`config.mk`:
```
export PLATFORM = sky130hd
export DESIGN_NAME = tfab_ram
export DESIGN_NICKNAME = d
export VERILOG_FILES = /design/src/hw/rtl/assert_macros.svh /design/src/hw/rtl/tfab_ram.sv
export SDC_FILE = /design/constraint.sdc
export NUM_CORES = 1
export LEC_CHECK = 0
export BUFFER_PORTS_ARGS = -buffer_cell sky130_fd_sc_hd__buf_4
export CAP_MARGIN = 20
export CORE_ASPECT_RATIO = 1.4
export CORE_MARGIN = 2
export CORE_UTILIZATION = 40
export CTS_BUF_LIST = sky130_fd_sc_hd__clkbuf_16
export DETAILED_ROUTE_END_ITERATION = 10
export HOLD_SLACK_MARGIN = 0.15
export PLACE_DENSITY = 0.55
export SYNTH_ARGS = -nofsm -noshare
export SYNTH_HDL_FRONTEND = slang
export SYNTH_SLANG_ARGS = --single-unit
export TNS_END_PERCENT = 30
```
`constraint.sdc`:
```
create_clock -name i_clk -period 2 [get_ports i_clk]
set_input_delay 0.4 -clock i_clk [delete_from_list [all_inputs] [get_ports i_clk]]
set_output_delay 0.4 -clock i_clk [all_outputs]
set_load 0.05 [all_outputs]
```
`src/hw/rtl/assert_macros.svh`:
```
// Assertion helpers shared by the RTL files.
`ifndef ASSERT_MACROS_SVH
`define ASSERT_MACROS_SVH

// Check a property on every rising edge outside reset.
`define ASSERT_CLK(label, clk, rst_n, prop) \
    label: assert property (@(posedge clk) disable iff (!(rst_n)) (prop)) \
        else $error("assertion failed");

// Check a plain condition on every rising edge outside reset.
`define ASSERT_ALWAYS(label, clk, rst_n, cond) \
    `ASSERT_CLK(label, clk, rst_n, (cond))

`endif

```
`src/hw/rtl/tfab_ram.sv`:
```
module tfab_ram #(
    parameter int WIDTH = 8,
    parameter int DEPTH = 16
) (
    input  logic                     i_clk,
    input  logic                     i_wr_en,
    input  logic [$clog2(DEPTH)-1:0] i_wr_addr,
    input  logic [WIDTH-1:0]         i_wr_data,
    input  logic                     i_rd_en,
    input  logic [$clog2(DEPTH)-1:0] i_rd_addr,
    output logic [WIDTH-1:0]         o_rd_data
);

    logic [WIDTH-1:0] r_mem [DEPTH];

    always_ff @(posedge i_clk) begin
        if (i_wr_en) begin
            r_mem[i_wr_addr] <= i_wr_data;
        end
        if (i_rd_en) begin
            o_rd_data <= r_mem[i_rd_addr];
        end
    end

endmodule

```
Yosys cells after proc, flatten, opt, wreduce, memory -nomap -nowiden --
Memory sizes are Yosys's and may differ from the RTL's. A register that Yosys moved wholly into a read port is not among the register bits. Index checks and enable logic that the tools add are counted.
Operators by class: mux-type cells 2
Operator list (count):
- 2-to-1 mux 1 bit | 2
Storage, ports and cells: flip-flop bits (word level) 0, memory bits (writable) 128, input port bits 19, word-level logic and storage cells 3, memories 1
Memory list:
- r_mem | depth 16, bits a word 8, rd ports 1, clocked after Yosys merged registers in 1, wr ports 1, RTL line tfab_ram.sv:14 | logic [WIDTH-1:0] r_mem [DEPTH];

Longest topological paths before layout --
depth in word-level cells 2, depth in mapped cells 5, gate-level depth less buffers 3

Least setup slack after synthesis --
Ideal clock, no wire load.
kind input port to flip-flop, from input port i_wr_addr[2], to memory r_mem[0][0] (enable), arrival time 1.510 ns, required time 1.617 ns, setup slack 0.107 ns, cell stages on the path 2, path buffers 0, cell sequence or3b_2 > nor3_1
RTL lines:
- start: declaration | RTL line tfab_ram.sv:7 | input logic [$clog2(DEPTH)-1:0] i_wr_addr,
- end: declaration | RTL line tfab_ram.sv:14
Straight into the memory's write port.

==> impl_results.md <==
* Gpl congestion at 0.774
* Row count at 49
* First-pass GRT wire length at 15,500 um
* Synth area leader: edfxtp_1
* Synth unique cells at 18
* Final worst setup slack at 0.447 ns
* Leading post-synthesis cells by cell area: edfxtp_1 78%, mux4_2 7.8%, mux4_1 7.0%, a22oi_1 2.3%, nor2_1 0.93%
* Gr ovfl total at 0
* Antenna violations before repair at 0
* Leak at 2.15 nW
* Min Tclk post-route at 1.55 ns
* Antenna-violating nets left at 0
* Worst skew pair latency at 0.41 ns
* Vias in the first global route at 2,670
* First-pass iteration count of the detailed router at 4
* CTS clk-pin slew, worst paths at 0.06 ns
* Nets at 313
* Rel. slew slack at 70.5%
* Crit-path max FO at 1
* CTS tree: done
* Worst slew pin tran at 0.443 ns
* Setup-failing EPs final at 0
* Port Buffers at 26
* DIE WIDTH at 101 um
* Syn. warnings at 0
* CP Class: reg2reg
* DP Wirelength at 6980 um
* Crit share post-route at 77.6%
* Clk root buf: clkbuf_16
* Drt via density at 5.43
* Die area at 0.0140 sq mm
* Synth Instances at 229
* CP required at 2.15 ns
* # IOs at 27
* Area Overhead vs Synth at 21.0%
* Initial Utilization at 40.8%
* Final WL at 10,200 um
* RSZ-0062 raised after global routing: no
* Post-Syn Nets at 248
* Pwr Total at 0.00640 W
* Setup Fix Bufs, Post-CTS at 0
* Area of the core at 0.0128 sq mm
* Worst endpoint data arrival time at 1.70 ns
* Post-CTS sizing at 0
* Routed WL per cell at 22.1 um
* Chip height at 139 um
* Multi-input logic area at 0.00106 sq mm
* H-Tree Depth at 4
* Post-CTS Hold Buffers at 0
* Fill cells at 1,030
* VDD IR-drop max at 0.000468 V
* Synth top area share at 78.1%
* Pwr dens at 1010 mW/mm^2
* Gr usage total at 15.9%
* Reg area at 0.00408 sq mm
* DRC viols at 0
* Pin count of the biggest net entering global routing at 23
* CP delay by family, top: multiplexers
* Slew Limit Fails at 0
* Max Root-Sink Buffers at 2
* Share of cells above drive strength 1 at 34.9%
* Fin util at 49.4%
* Vias post-DR at 2,498
* Post-synthesis sequential area ratio at 78.1%
* Initial DRC count at 145
* CTS Buf Count at 17
* Antenna cell count at 0
* Critical path's largest stage delay at 0.48 ns
* Status: complete, no violations
* Worst setup EP type: flop
* Slowest cell on crit path: mux4_2
* Setup TNS at 0 ns
* Register bit count reported by yosys at 136
* Hold WC Path Type: in2reg
* Final Hold Viols at 0
* Syn avg cell area at 22.8 sq um
* Max-cap violations at 0
* Cell area after synthesis at 0.00523 sq mm
* Setup WS pre-CTS at 0.0241 ns
* Critical path, cell by cell: mux4_2 -> a22oi_1 -> buf_4 -> nand2_1
* Max Fclk at 0.644 GHz
* Crit path buffers/inverters at 1
* Clock sinks at 136
* Clk_skew at 0.00573 ns
* Worst setup SP type: flop
## cell type report
class / count / share of cell area (%)
Timing Repair Buffer: 56 / 7.04
Sequential cell: 136 / 64.6
Clock inverter: 15 / 1.94
Multi-Input combinational cell: 83 / 16.7
Tap cell: 153 / 3.03
Clock buffer: 17 / 6.72
## metrics by stage
stage | instances | instance area (sq um) | hold WS (ns)
finish | 460 | 6330 | 0.294
global route | 460 | 6330 | 0.289
CTS | 460 | 6330 | 0.283
detailed placement | 428 | 5780 | 0.712
global placement | 428 | 5780 | 0.710
floorplan | 229 | 5230 | 0.499
## cell usage in the layout, fill, tap and decap left out, types with 2 or more instances in the layout
master      instances
mux4_1             14
nor3_1              4
buf_12              2
clkinv_4            3
edfxtp_1          136
nand2_1             9
a22oi_1            16
nor2_1             13
clkbuf_16          17
mux4_2             18
nand2b_1            2
inv_6               4
buf_4              54
clkinvlp_4          6
nand3b_1            2
## cells by family (layout without fill, tap and decap cells)
| family | Yosys count | after routing | synth area share, % |
|---|---|---|---|
| compound gates | 16 | 16 | 2.30 |
| buf+inv | 10 | 88 | 1.65 |
| flops | 136 | 136 | 78.1 |
| mux | 32 | 32 | 14.8 |
| simple gates | 35 | 35 | 3.14 |
## power breakdown
group	total (W)	internal, W	switching, W
Sequential	0.00323	0.00321	0.0000162
Clock	0.00280	0.00161	0.00120
Combinational	0.000368	0.000154	0.000214
Total	0.00640	0.00497	0.00143
## sequential cells by signal, summed over array words and instances (netlist names)
signal / count
r_mem: 128
o_rd_data: 8
## synth_stat cells, drive strengths merged
cell type,number
nor2b,1
nand3,1
a22oi,16
clkdlybuf4s25,3
and2b,1
edfxtp,136
nand2,9
nand3b,2
nor3,4
mux4,32
nor2,13
nand2b,2
or3b,1
buf,7
and2,1
## metal layers
metal / vias up / GRT usage (%) / wire length [um]
li1: 1117 / - / -
met1: 1302 / 19.1 / 4020
met5: - / 0 / 0
met4: 0 / 5.41 / 109
met3: 7 / 4.52 / 440
met2: 72 / 27.3 / 5600
## final timing paths
path	end	slack, ns	depth (start not counted)	from
setup / recovery	o_rd_data[4]	0.45	4	r_mem[3][4]
hold / removal	o_rd_data[0]	0.29	1	i_rd_en
setup reg to reg	o_rd_data[4]	0.45	4	r_mem[3][4]
hold reg to reg	o_rd_data[7]	0.76	3	r_mem[15][7]
Power figures use the tool's default switching activity.
